--- config.mk ---
export PLATFORM = sky130hd
export DESIGN_NAME = sprite_pixel_vram_address
export DESIGN_NICKNAME = d
export VERILOG_FILES = /design/src/spva_pkg.sv /design/src/sprite_pixel_vram_address.sv
export SDC_FILE = /design/constraint.sdc
export NUM_CORES = 2
export LEC_CHECK = 0
export BUFFER_PORTS_ARGS = -buffer_cell sky130_fd_sc_hd__buf_2
export CAP_MARGIN = 10
export CORE_MARGIN = 5
export CORE_UTILIZATION = 29
export DETAILED_ROUTE_END_ITERATION = 10
export PLACE_DENSITY = 0.46
export SLEW_MARGIN = 10
export SYNTH_ARGS = -nofsm -noshare
export SYNTH_HDL_FRONTEND = slang
export SYNTH_SLANG_ARGS = --single-unit
--- constraint.sdc ---
create_clock -name clk -period 12.75 [get_ports clk]
set_input_delay 1.275 -clock clk [delete_from_list [all_inputs] [get_ports clk]]
set_output_delay 1.275 -clock clk [all_outputs]
set_load 0.02 [all_outputs]
--- src/spva_pkg.sv ---
`timescale 1ns / 1ps
// ----------------------------------------------------------------------------
// spva_pkg: sprite pixel VRAM address package
// Shared types and constants for the sprite fetch address pipeline.
// ----------------------------------------------------------------------------
package spva_pkg;

  localparam int MAX_SIDE_DEF = 128;
  localparam int COORD_W      = 7;
  localparam int ADDR_W       = 20;
  localparam int CFG_DATA_W   = 64;
  localparam int CFG_IDX_W    = 3;
  localparam int PIPE_LATENCY = 5;

  localparam logic [COORD_W-1:0] SIDE_RST = 7'd8;

  // sprite_flags bit positions
  localparam int FLAG_ROT    = 0;
  localparam int FLAG_DBL    = 1;
  localparam int FLAG_FOUR   = 2;
  localparam int FLAG_BMP    = 3;
  localparam int FLAG_MOSAIC = 4;
  localparam int FLAG_HFLIP  = 5;
  localparam int FLAG_VFLIP  = 6;

  typedef enum logic [CFG_IDX_W-1:0] {
    REG_WIDTH_PX     = 3'd0,
    REG_HEIGHT_PX    = 3'd1,
    REG_SPRITE_FLAGS = 3'd2,
    REG_TILE_BASE    = 3'd3,
    REG_ROW_SHIFT    = 3'd4,
    REG_MAPPING_MODE = 3'd5,
    REG_MOSAIC_SIZE  = 3'd6,
    REG_AFFINE       = 3'd7
  } cfg_reg_t;

  typedef enum logic [1:0] {
    FETCH_NONE   = 2'd0,
    FETCH_BYTE   = 2'd1,
    FETCH_NIBBLE = 2'd2,
    FETCH_DIRECT = 2'd3
  } fetch_kind_t;

  typedef enum logic [1:0] {
    LAYOUT_2D_128 = 2'd0,
    LAYOUT_2D_256 = 2'd1,
    LAYOUT_1D     = 2'd2,
    LAYOUT_UNDEF  = 2'd3
  } bmp_layout_t;

endpackage

--- src/sprite_pixel_vram_address.sv ---
`timescale 1ns / 1ps
// ----------------------------------------------------------------------------
// sprite_pixel_vram_address: sprite pixel fetch address pipeline
// Maps a sprite-local pixel to its object VRAM byte address and fetch kind,
// for tiled and bitmap sprites, in normal and affine modes.
// ----------------------------------------------------------------------------
// Usage:
//   Configuration: write cfg_data to register cfg_index while cfg_write is
//   high (0 width, 1 height, 2 flags, 3 tile base, 4 row shift, 5 mapping
//   mode, 6 mosaic size, 7 affine matrix). Write only while the pipe is empty.
//   Input: a transaction is taken at a rising edge with start high and busy
//   low. busy is high only while rst is held, so one pixel may enter in every
//   cycle.
//   Output: done strobes for one cycle with byte_address, fetch_kind and
//   nibble_high. A transaction passes five register stages (input/mosaic,
//   mosaic/multiply, sum/flip, bounds, address); throughput is one
//   transaction per cycle.
//   Reset: synchronous rst clears the configuration to its defaults (8x8,
//   all else zero) and drops every transaction in flight.
//   The receiver cannot stall: done is presented once and never held.
// ----------------------------------------------------------------------------
module sprite_pixel_vram_address #(
  parameter int MAX_SIDE = spva_pkg::MAX_SIDE_DEF
) (
  input  logic                                clk,
  input  logic                                rst,
  input  logic                                start,
  output logic                                busy,
  input  logic [spva_pkg::COORD_W-1:0]        pixel_x,
  input  logic [spva_pkg::COORD_W-1:0]        pixel_y,
  output logic                                done,
  output logic [spva_pkg::ADDR_W-1:0]         byte_address,
  output logic [1:0]                          fetch_kind,
  output logic                                nibble_high,
  input  logic                                cfg_write,
  input  logic [spva_pkg::CFG_IDX_W-1:0]      cfg_index,
  input  logic [spva_pkg::CFG_DATA_W-1:0]     cfg_data
);

  localparam logic [7:0] SIDE_CAP = 8'(MAX_SIDE);

  // configuration registers
  logic [6:0]  width_px;
  logic [6:0]  height_px;
  logic [6:0]  sprite_flags;
  logic [9:0]  tile_base;
  logic [3:0]  row_shift;
  logic [4:0]  mapping_mode;
  logic [7:0]  mosaic_size;
  logic [63:0] affine_matrix;

  always_ff @(posedge clk) begin
    if (rst) begin
      width_px      <= spva_pkg::SIDE_RST;
      height_px     <= spva_pkg::SIDE_RST;
      sprite_flags  <= '0;
      tile_base     <= '0;
      row_shift     <= '0;
      mapping_mode  <= '0;
      mosaic_size   <= '0;
      affine_matrix <= '0;
    end else if (cfg_write) begin
      unique case (spva_pkg::cfg_reg_t'(cfg_index))
        spva_pkg::REG_WIDTH_PX:     width_px      <= cfg_data[6:0];
        spva_pkg::REG_HEIGHT_PX:    height_px     <= cfg_data[6:0];
        spva_pkg::REG_SPRITE_FLAGS: sprite_flags  <= cfg_data[6:0];
        spva_pkg::REG_TILE_BASE:    tile_base     <= cfg_data[9:0];
        spva_pkg::REG_ROW_SHIFT:    row_shift     <= cfg_data[3:0];
        spva_pkg::REG_MAPPING_MODE: mapping_mode  <= cfg_data[4:0];
        spva_pkg::REG_MOSAIC_SIZE:  mosaic_size   <= cfg_data[7:0];
        spva_pkg::REG_AFFINE:       affine_matrix <= cfg_data;
      endcase
    end
  end

  // decoded configuration
  logic rot, dbl, four, bmp, hflip, vflip;
  logic [3:0] mos_x, mos_y;
  logic mos_x_en, mos_y_en;
  logic [7:0] area_w, area_h;
  logic [6:0] ctr_x, ctr_y;
  spva_pkg::bmp_layout_t layout;
  logic signed [15:0] pa, pb, pc, pd;

  assign rot      = sprite_flags[spva_pkg::FLAG_ROT];
  assign dbl      = sprite_flags[spva_pkg::FLAG_DBL];
  assign four     = sprite_flags[spva_pkg::FLAG_FOUR];
  assign bmp      = sprite_flags[spva_pkg::FLAG_BMP];
  assign hflip    = sprite_flags[spva_pkg::FLAG_HFLIP];
  assign vflip    = sprite_flags[spva_pkg::FLAG_VFLIP];
  assign mos_x    = mosaic_size[3:0];
  assign mos_y    = mosaic_size[7:4];
  assign mos_x_en = sprite_flags[spva_pkg::FLAG_MOSAIC] && (mos_x != 4'd0);
  assign mos_y_en = sprite_flags[spva_pkg::FLAG_MOSAIC] && (mos_y != 4'd0);
  assign area_w   = (rot && dbl) ? {width_px, 1'b0} : {1'b0, width_px};
  assign area_h   = (rot && dbl) ? {height_px, 1'b0} : {1'b0, height_px};
  assign ctr_x    = area_w[7:1];
  assign ctr_y    = area_h[7:1];
  assign layout   = spva_pkg::bmp_layout_t'(mapping_mode[1:0]);
  assign pa       = $signed(affine_matrix[15:0]);
  assign pb       = $signed(affine_matrix[31:16]);
  assign pc       = $signed(affine_matrix[47:32]);
  assign pd       = $signed(affine_matrix[63:48]);

  assign busy = rst;

  // one conditional subtract of the restoring remainder
  function automatic logic [6:0] mod_step(input logic [6:0] v, input logic [3:0] m,
                                          input int sh);
    logic [10:0] d;
    d = 11'(m) << sh;
    mod_step = (11'(v) >= d) ? 7'(11'(v) - d) : v;
  endfunction

  // ---------------- stage 0 -> 1: area check, center, mosaic high bits
  logic       s1_valid, s1_miss;
  logic [6:0] s1_px, s1_py, s1_rx, s1_ry;
  logic signed [7:0] s1_dx, s1_dy;

  logic       s0_miss;
  logic [6:0] s0_rx, s0_ry;
  logic signed [7:0] s0_dx, s0_dy;

  always_comb begin
    s0_miss = (dbl && !rot) ||
              ({1'b0, pixel_x} >= area_w) || ({1'b0, pixel_x} >= SIDE_CAP) ||
              ({1'b0, pixel_y} >= area_h) || ({1'b0, pixel_y} >= SIDE_CAP);
    s0_dx = $signed({1'b0, pixel_x}) - $signed({1'b0, ctr_x});
    s0_dy = $signed({1'b0, pixel_y}) - $signed({1'b0, ctr_y});
    s0_rx = pixel_x;
    s0_ry = pixel_y;
    for (int i = 6; i >= 4; i--) begin
      s0_rx = mod_step(s0_rx, mos_x, i);
      s0_ry = mod_step(s0_ry, mos_y, i);
    end
  end

  // ---------------- stage 1 -> 2: mosaic low bits, affine products
  logic       s2_valid, s2_miss;
  logic [6:0] s2_xx, s2_yy;
  logic signed [23:0] s2_pa, s2_pb, s2_pc, s2_pd;

  logic [6:0] s1_rx_f, s1_ry_f, s1_xx, s1_yy;
  logic signed [23:0] s1_pa, s1_pb, s1_pc, s1_pd;

  always_comb begin
    s1_rx_f = s1_rx;
    s1_ry_f = s1_ry;
    for (int i = 3; i >= 0; i--) begin
      s1_rx_f = mod_step(s1_rx_f, mos_x, i);
      s1_ry_f = mod_step(s1_ry_f, mos_y, i);
    end
    s1_xx = mos_x_en ? (s1_px - s1_rx_f) : s1_px;
    s1_yy = mos_y_en ? (s1_py - s1_ry_f) : s1_py;
    s1_pa = 24'(s1_dx) * 24'(pa);
    s1_pb = 24'(s1_dy) * 24'(pb);
    s1_pc = 24'(s1_dx) * 24'(pc);
    s1_pd = 24'(s1_dy) * 24'(pd);
  end

  // ---------------- stage 2 -> 3: flips, affine sums
  logic       s3_valid, s3_miss;
  logic [6:0] s3_xf, s3_yf;
  logic signed [17:0] s3_x3, s3_y3;

  logic [6:0] s2_xf, s2_yf;
  logic signed [24:0] s2_sum_x, s2_sum_y;
  logic signed [17:0] s2_x3, s2_y3;

  always_comb begin
    s2_xf    = hflip ? (width_px - 7'd1 - s2_xx) : s2_xx;
    s2_yf    = vflip ? (height_px - 7'd1 - s2_yy) : s2_yy;
    s2_sum_x = 25'(s2_pa) + 25'(s2_pb);
    s2_sum_y = 25'(s2_pc) + 25'(s2_pd);
    s2_x3    = 18'(s2_sum_x >>> 8) + 18'($signed({1'b0, width_px[6:1]}));
    s2_y3    = 18'(s2_sum_y >>> 8) + 18'($signed({1'b0, height_px[6:1]}));
  end

  // ---------------- stage 3 -> 4: bounds, source coordinate select
  logic       s4_valid, s4_miss;
  logic [6:0] s4_ux, s4_uy;

  logic       s3_oob, s3_miss_n;
  logic [6:0] s3_ux, s3_uy;

  always_comb begin
    s3_oob = s3_x3[17] || s3_y3[17] ||
             (s3_x3 >= $signed({11'd0, width_px})) ||
             (s3_y3 >= $signed({11'd0, height_px}));
    s3_miss_n = s3_miss || (rot && s3_oob) || (bmp && (layout == spva_pkg::LAYOUT_UNDEF));
    s3_ux = rot ? s3_x3[6:0] : s3_xf;
    s3_uy = rot ? s3_y3[6:0] : s3_yf;
  end

  // ---------------- stage 4 -> 5: address
  logic [19:0] s4_base, s4_row, s4_tile_row, s4_addr;
  logic [4:0]  s4_rs;
  logic [1:0]  s4_kind;
  logic        s4_nib;

  always_comb begin
    s4_rs       = rot ? (5'(row_shift) + 5'd1) : 5'(row_shift);
    s4_base     = '0;
    s4_row      = '0;
    s4_tile_row = ((20'(tile_base) << mapping_mode[3:2]) +
                   (20'(s4_uy[6:3]) << row_shift)) << 5;
    unique case (layout)
      spva_pkg::LAYOUT_2D_128: begin
        s4_base = (20'(tile_base[3:0]) << 4) + (20'(tile_base[9:4]) << 11);
        s4_row  = 20'(s4_uy) << 8;
      end
      spva_pkg::LAYOUT_2D_256: begin
        s4_base = (20'(tile_base[4:0]) << 4) + (20'(tile_base[9:5]) << 12);
        s4_row  = 20'(s4_uy) << 9;
      end
      spva_pkg::LAYOUT_1D: begin
        s4_base = 20'(tile_base) << (mapping_mode[4] ? 4'd8 : 4'd7);
        s4_row  = 20'(s4_uy) << s4_rs;
      end
      spva_pkg::LAYOUT_UNDEF: begin
        s4_base = '0;
        s4_row  = '0;
      end
    endcase
    s4_nib = 1'b0;
    if (s4_miss) begin
      s4_kind = spva_pkg::FETCH_NONE;
      s4_addr = '0;
    end else if (bmp) begin
      s4_kind = spva_pkg::FETCH_DIRECT;
      s4_addr = s4_base + s4_row + (20'(s4_ux) << 1);
    end else if (!four) begin
      s4_kind = spva_pkg::FETCH_BYTE;
      s4_addr = s4_tile_row + (20'(s4_uy[2:0]) << 3) + (20'(s4_ux[6:3]) << 6) +
                20'(s4_ux[2:0]);
    end else begin
      s4_kind = spva_pkg::FETCH_NIBBLE;
      s4_nib  = s4_ux[0];
      s4_addr = s4_tile_row + (20'(s4_uy[2:0]) << 2) + (20'(s4_ux[6:3]) << 5) +
                20'(s4_ux[2:1]);
    end
  end

  // valid chain
  always_ff @(posedge clk) begin
    if (rst) begin
      s1_valid <= 1'b0;
      s2_valid <= 1'b0;
      s3_valid <= 1'b0;
      s4_valid <= 1'b0;
      done     <= 1'b0;
    end else begin
      s1_valid <= start && !busy;
      s2_valid <= s1_valid;
      s3_valid <= s2_valid;
      s4_valid <= s3_valid;
      done     <= s4_valid;
    end
  end

  // payload
  always_ff @(posedge clk) begin
    s1_miss      <= s0_miss;
    s1_px        <= pixel_x;
    s1_py        <= pixel_y;
    s1_rx        <= s0_rx;
    s1_ry        <= s0_ry;
    s1_dx        <= s0_dx;
    s1_dy        <= s0_dy;

    s2_miss      <= s1_miss;
    s2_xx        <= s1_xx;
    s2_yy        <= s1_yy;
    s2_pa        <= s1_pa;
    s2_pb        <= s1_pb;
    s2_pc        <= s1_pc;
    s2_pd        <= s1_pd;

    s3_miss      <= s2_miss;
    s3_xf        <= s2_xf;
    s3_yf        <= s2_yf;
    s3_x3        <= s2_x3;
    s3_y3        <= s2_y3;

    s4_miss      <= s3_miss_n;
    s4_ux        <= s3_ux;
    s4_uy        <= s3_uy;

    byte_address <= s4_addr;
    fetch_kind   <= s4_kind;
    nibble_high  <= s4_nib;
  end

endmodule

==> reports/metrics.cfg <==
[global_routing]
grt_max_degree=70
grt_pass1_wl_um=169900
grt_pass1_vias=30470
track_usage_pct=15.15
antenna_found_initial=3
grt-ovfl-total=0

[pwr]
power_mw=5.259
p_leak_nw=19.15
comb_power_share_pct=48.1
switchingPower_mw=2.144
powerDensity_nw_per_um2=123.8
vdd_drop_max_mv=0.08412
p_int_mw=3.115
pwr-share-clk_pct=25.6
swShare_pct=40.77
seq_power_share_pct=26.3

[clock_network]
clkLatencyLatePin_ps=620
postCtsSetupBuffers=0
clk_path_buf_depth=3
cts.sinks=354
root_buffer=clkbuf_16
cts_resized=0
cts_tree=done
cts_made_buffers=46
cts_hold_buffers=0
clk_pin_slew_ps=60
cts.htree.levels=2

[synth]
syn_inst=4400
synth_cell_types=91
synth_ff_type=dfxtp_1
synth_edf_count=0
ys_seq_elements=354
syn_area_per_cell_sq_um=8.742
synth_area_leaders=fa_1 23%, dfxtp_1 18%, ha_1 13%
ys_warn_count=0
async_flop_share_pct=0
yosysSeqAreaShare_pct=18.42
synth_top_area_share_pct=23.06
synthTopCellsByCount=649 x inv_1, 449 x nand2_1, 443 x fa_1, 401 x ha_1, 354 x dfxtp_1
yosysMostFrequentCell=inv_1
synth_area_leader_cell=fa_1
syn_area_sq_um=38460

[route]
via_per_inst=4.635
drc_errors=0
first_pass_iters=5
wl_um=105200
num_vias=28980
wl_per_cell_um=16.83
ant_nets=0
drt_iter0_drc=1191

[min_path]
whs_path_depth=0
hp-class=reg2reg

[timing]
grt_setup_unrepaired=no
slew_headroom_pct=31.35
slew_violations=0
clock_skew_ps=27.03
fin_crit_ps=10650
setup_viol=0
tightest_slew_ps=1026
timing.fmax_mhz=93.92
totalNegativeSetupSlack_ps=0
holdWs_ps=329.9
hold_viol_final=0
finalCritPeriodShare_pct=83.50

[floorplan]
dieWidth_um=374.2
core_sq_um=131600
io_pins=110
dieArea_sq_um=140000
num_rows=133
start_util_pct=29.22
die_h_um=374.2

[critical_path]
crit_arrival_ps=11140
worstSetupEndpointType=register
cp_max_fo=9
crit_type=reg2reg
start_kind=register
cp_slowest_stage_delay_ps=580
crit_path_frequent_cell=o21ai_0
cpMaxStageDelayCell=fa_1
required_ps=13250
r2r_cells=44

[run]
maxCapViolCount=0

[finish]
drive_gt1_share_pct=6.432
syn_to_final_growth_pct=10.44
nets=5388

[placement]
hpwl_um=82470
routabilityCongestion=0.8224
port_buffers=109

[run_status]
status=finished, final reports clean

==> path summary, 6_finish.rpt <==
check / endpoint / start / slack (ps)
worst max-delay path: s2_yy[6]$_DFF_P_ / mosaic_size[5]$_SDFFE_PP0P_ / 2100
worst max register to register: s2_yy[6]$_DFF_P_ / mosaic_size[5]$_SDFFE_PP0P_ / 2100
worst min-delay path: s2_miss$_DFF_P_ / s1_miss$_DFF_P_ / 330
worst min register to register: s2_miss$_DFF_P_ / s1_miss$_DFF_P_ / 330
==> cell families after synthesis <==
kind of cell    Yosys count  synth area share [%]
compound gates          737                 12.16
simple gates           1356                 17.67
mux                     107                 2.973
other cells               1              0.009749
flops                   354                 18.42
fa+ha+maj               844                 36.10
xor+xnor                219                 4.987
buf+inv                 782                 7.680
==> layout by cell type (no fill, tap or decap), drive strengths merged, types with 13 or more instances in the layout <==
cell / n
a211oi: 45
a21boi: 18
a21o: 71
a21oi: 258
a31oi: 21
and2: 322
and3: 17
buf: 139
clkbuf: 57
clkinv: 13
dfxtp: 354
fa: 443
ha: 401
inv: 653
mux2: 35
mux2i: 70
nand2: 451
nand2b: 92
nand3: 47
nand4: 13
nor2: 219
nor2b: 54
nor3: 59
nor4: 17
o21a: 25
o21ai: 154
o21bai: 21
o22ai: 14
or2: 13
xnor2: 149
xor2: 70
==> per-layer routing <==
layer	up-vias	part of all wire (%)	global-route usage [%]
met5	-	0	0
met1	14120	47	20.33
met2	336	48	26.37
met3	73	3.2	1.864
met4	0	1.6	2.862
li1	14450	-	-
==> through the flow <==
stage	util, %	area, sq um	setup WS (ps)	instances
4_1_cts	32.26	42470	2207	6248
5_1_grt	32.26	42470	1196	6248
2_1_floorplan	-	38480	3729	4404
3_3_place_gp	31.10	40940	2303	6166
6_report	32.27	42480	2103	6252
3_5_place_dp	31.10	40940	2287	6166
==> critical path: cells and delay by family, from the launching register on <==
| family | cells | cell delay (ps) |
|---|---|---|
| multiplexers | 2 | 820 |
| AO/OA/AOI/OAI | 21 | 4480 |
| flip-flops | 1 | 530 |
| buffers and inverters | 5 | 660 |
| AND/OR/NAND/NOR | 9 | 1800 |
| XOR/XNOR | 1 | 130 |
| adder cells (fa/ha/maj) | 6 | 2110 |
==> sequential cells by signal (all words and copies together) (netlist names), 8 cells and up <==
register       cells
affine_matrix     64
byte_address      20
mosaic_size        8
s1_dx              8
s1_dy              8
s2_pa             24
s2_pb             24
s2_pc             24
s2_pd             24
s3_x3             18
s3_y3             18
tile_base         10
==> final cells by class <==
type                    count  area [sq um]
flip-flops and latches    354          7088
fillers                 14000         89150
multi-input cells        3268         28450
clock buffers              57          1254
clock inverters            25         271.5
inverters                 650          2440
repair buffers            139         773.2
diodes                      4         10.01
well taps                1755          2196
==> power by group through the flow <==
stage / clock, mW / sequential [mW] / combinational (mW)
2_1_floorplan: 0 / 1.35 / 1.97
5_1_grt: 1.44 / 1.40 / 2.87
4_1_cts: 1.40 / 1.39 / 2.54
6_report: 1.35 / 1.38 / 2.53
3_3_place_gp: 0 / 1.41 / 2.51
3_5_place_dp: 0 / 1.41 / 2.52
Power figures use the tool's default switching activity.
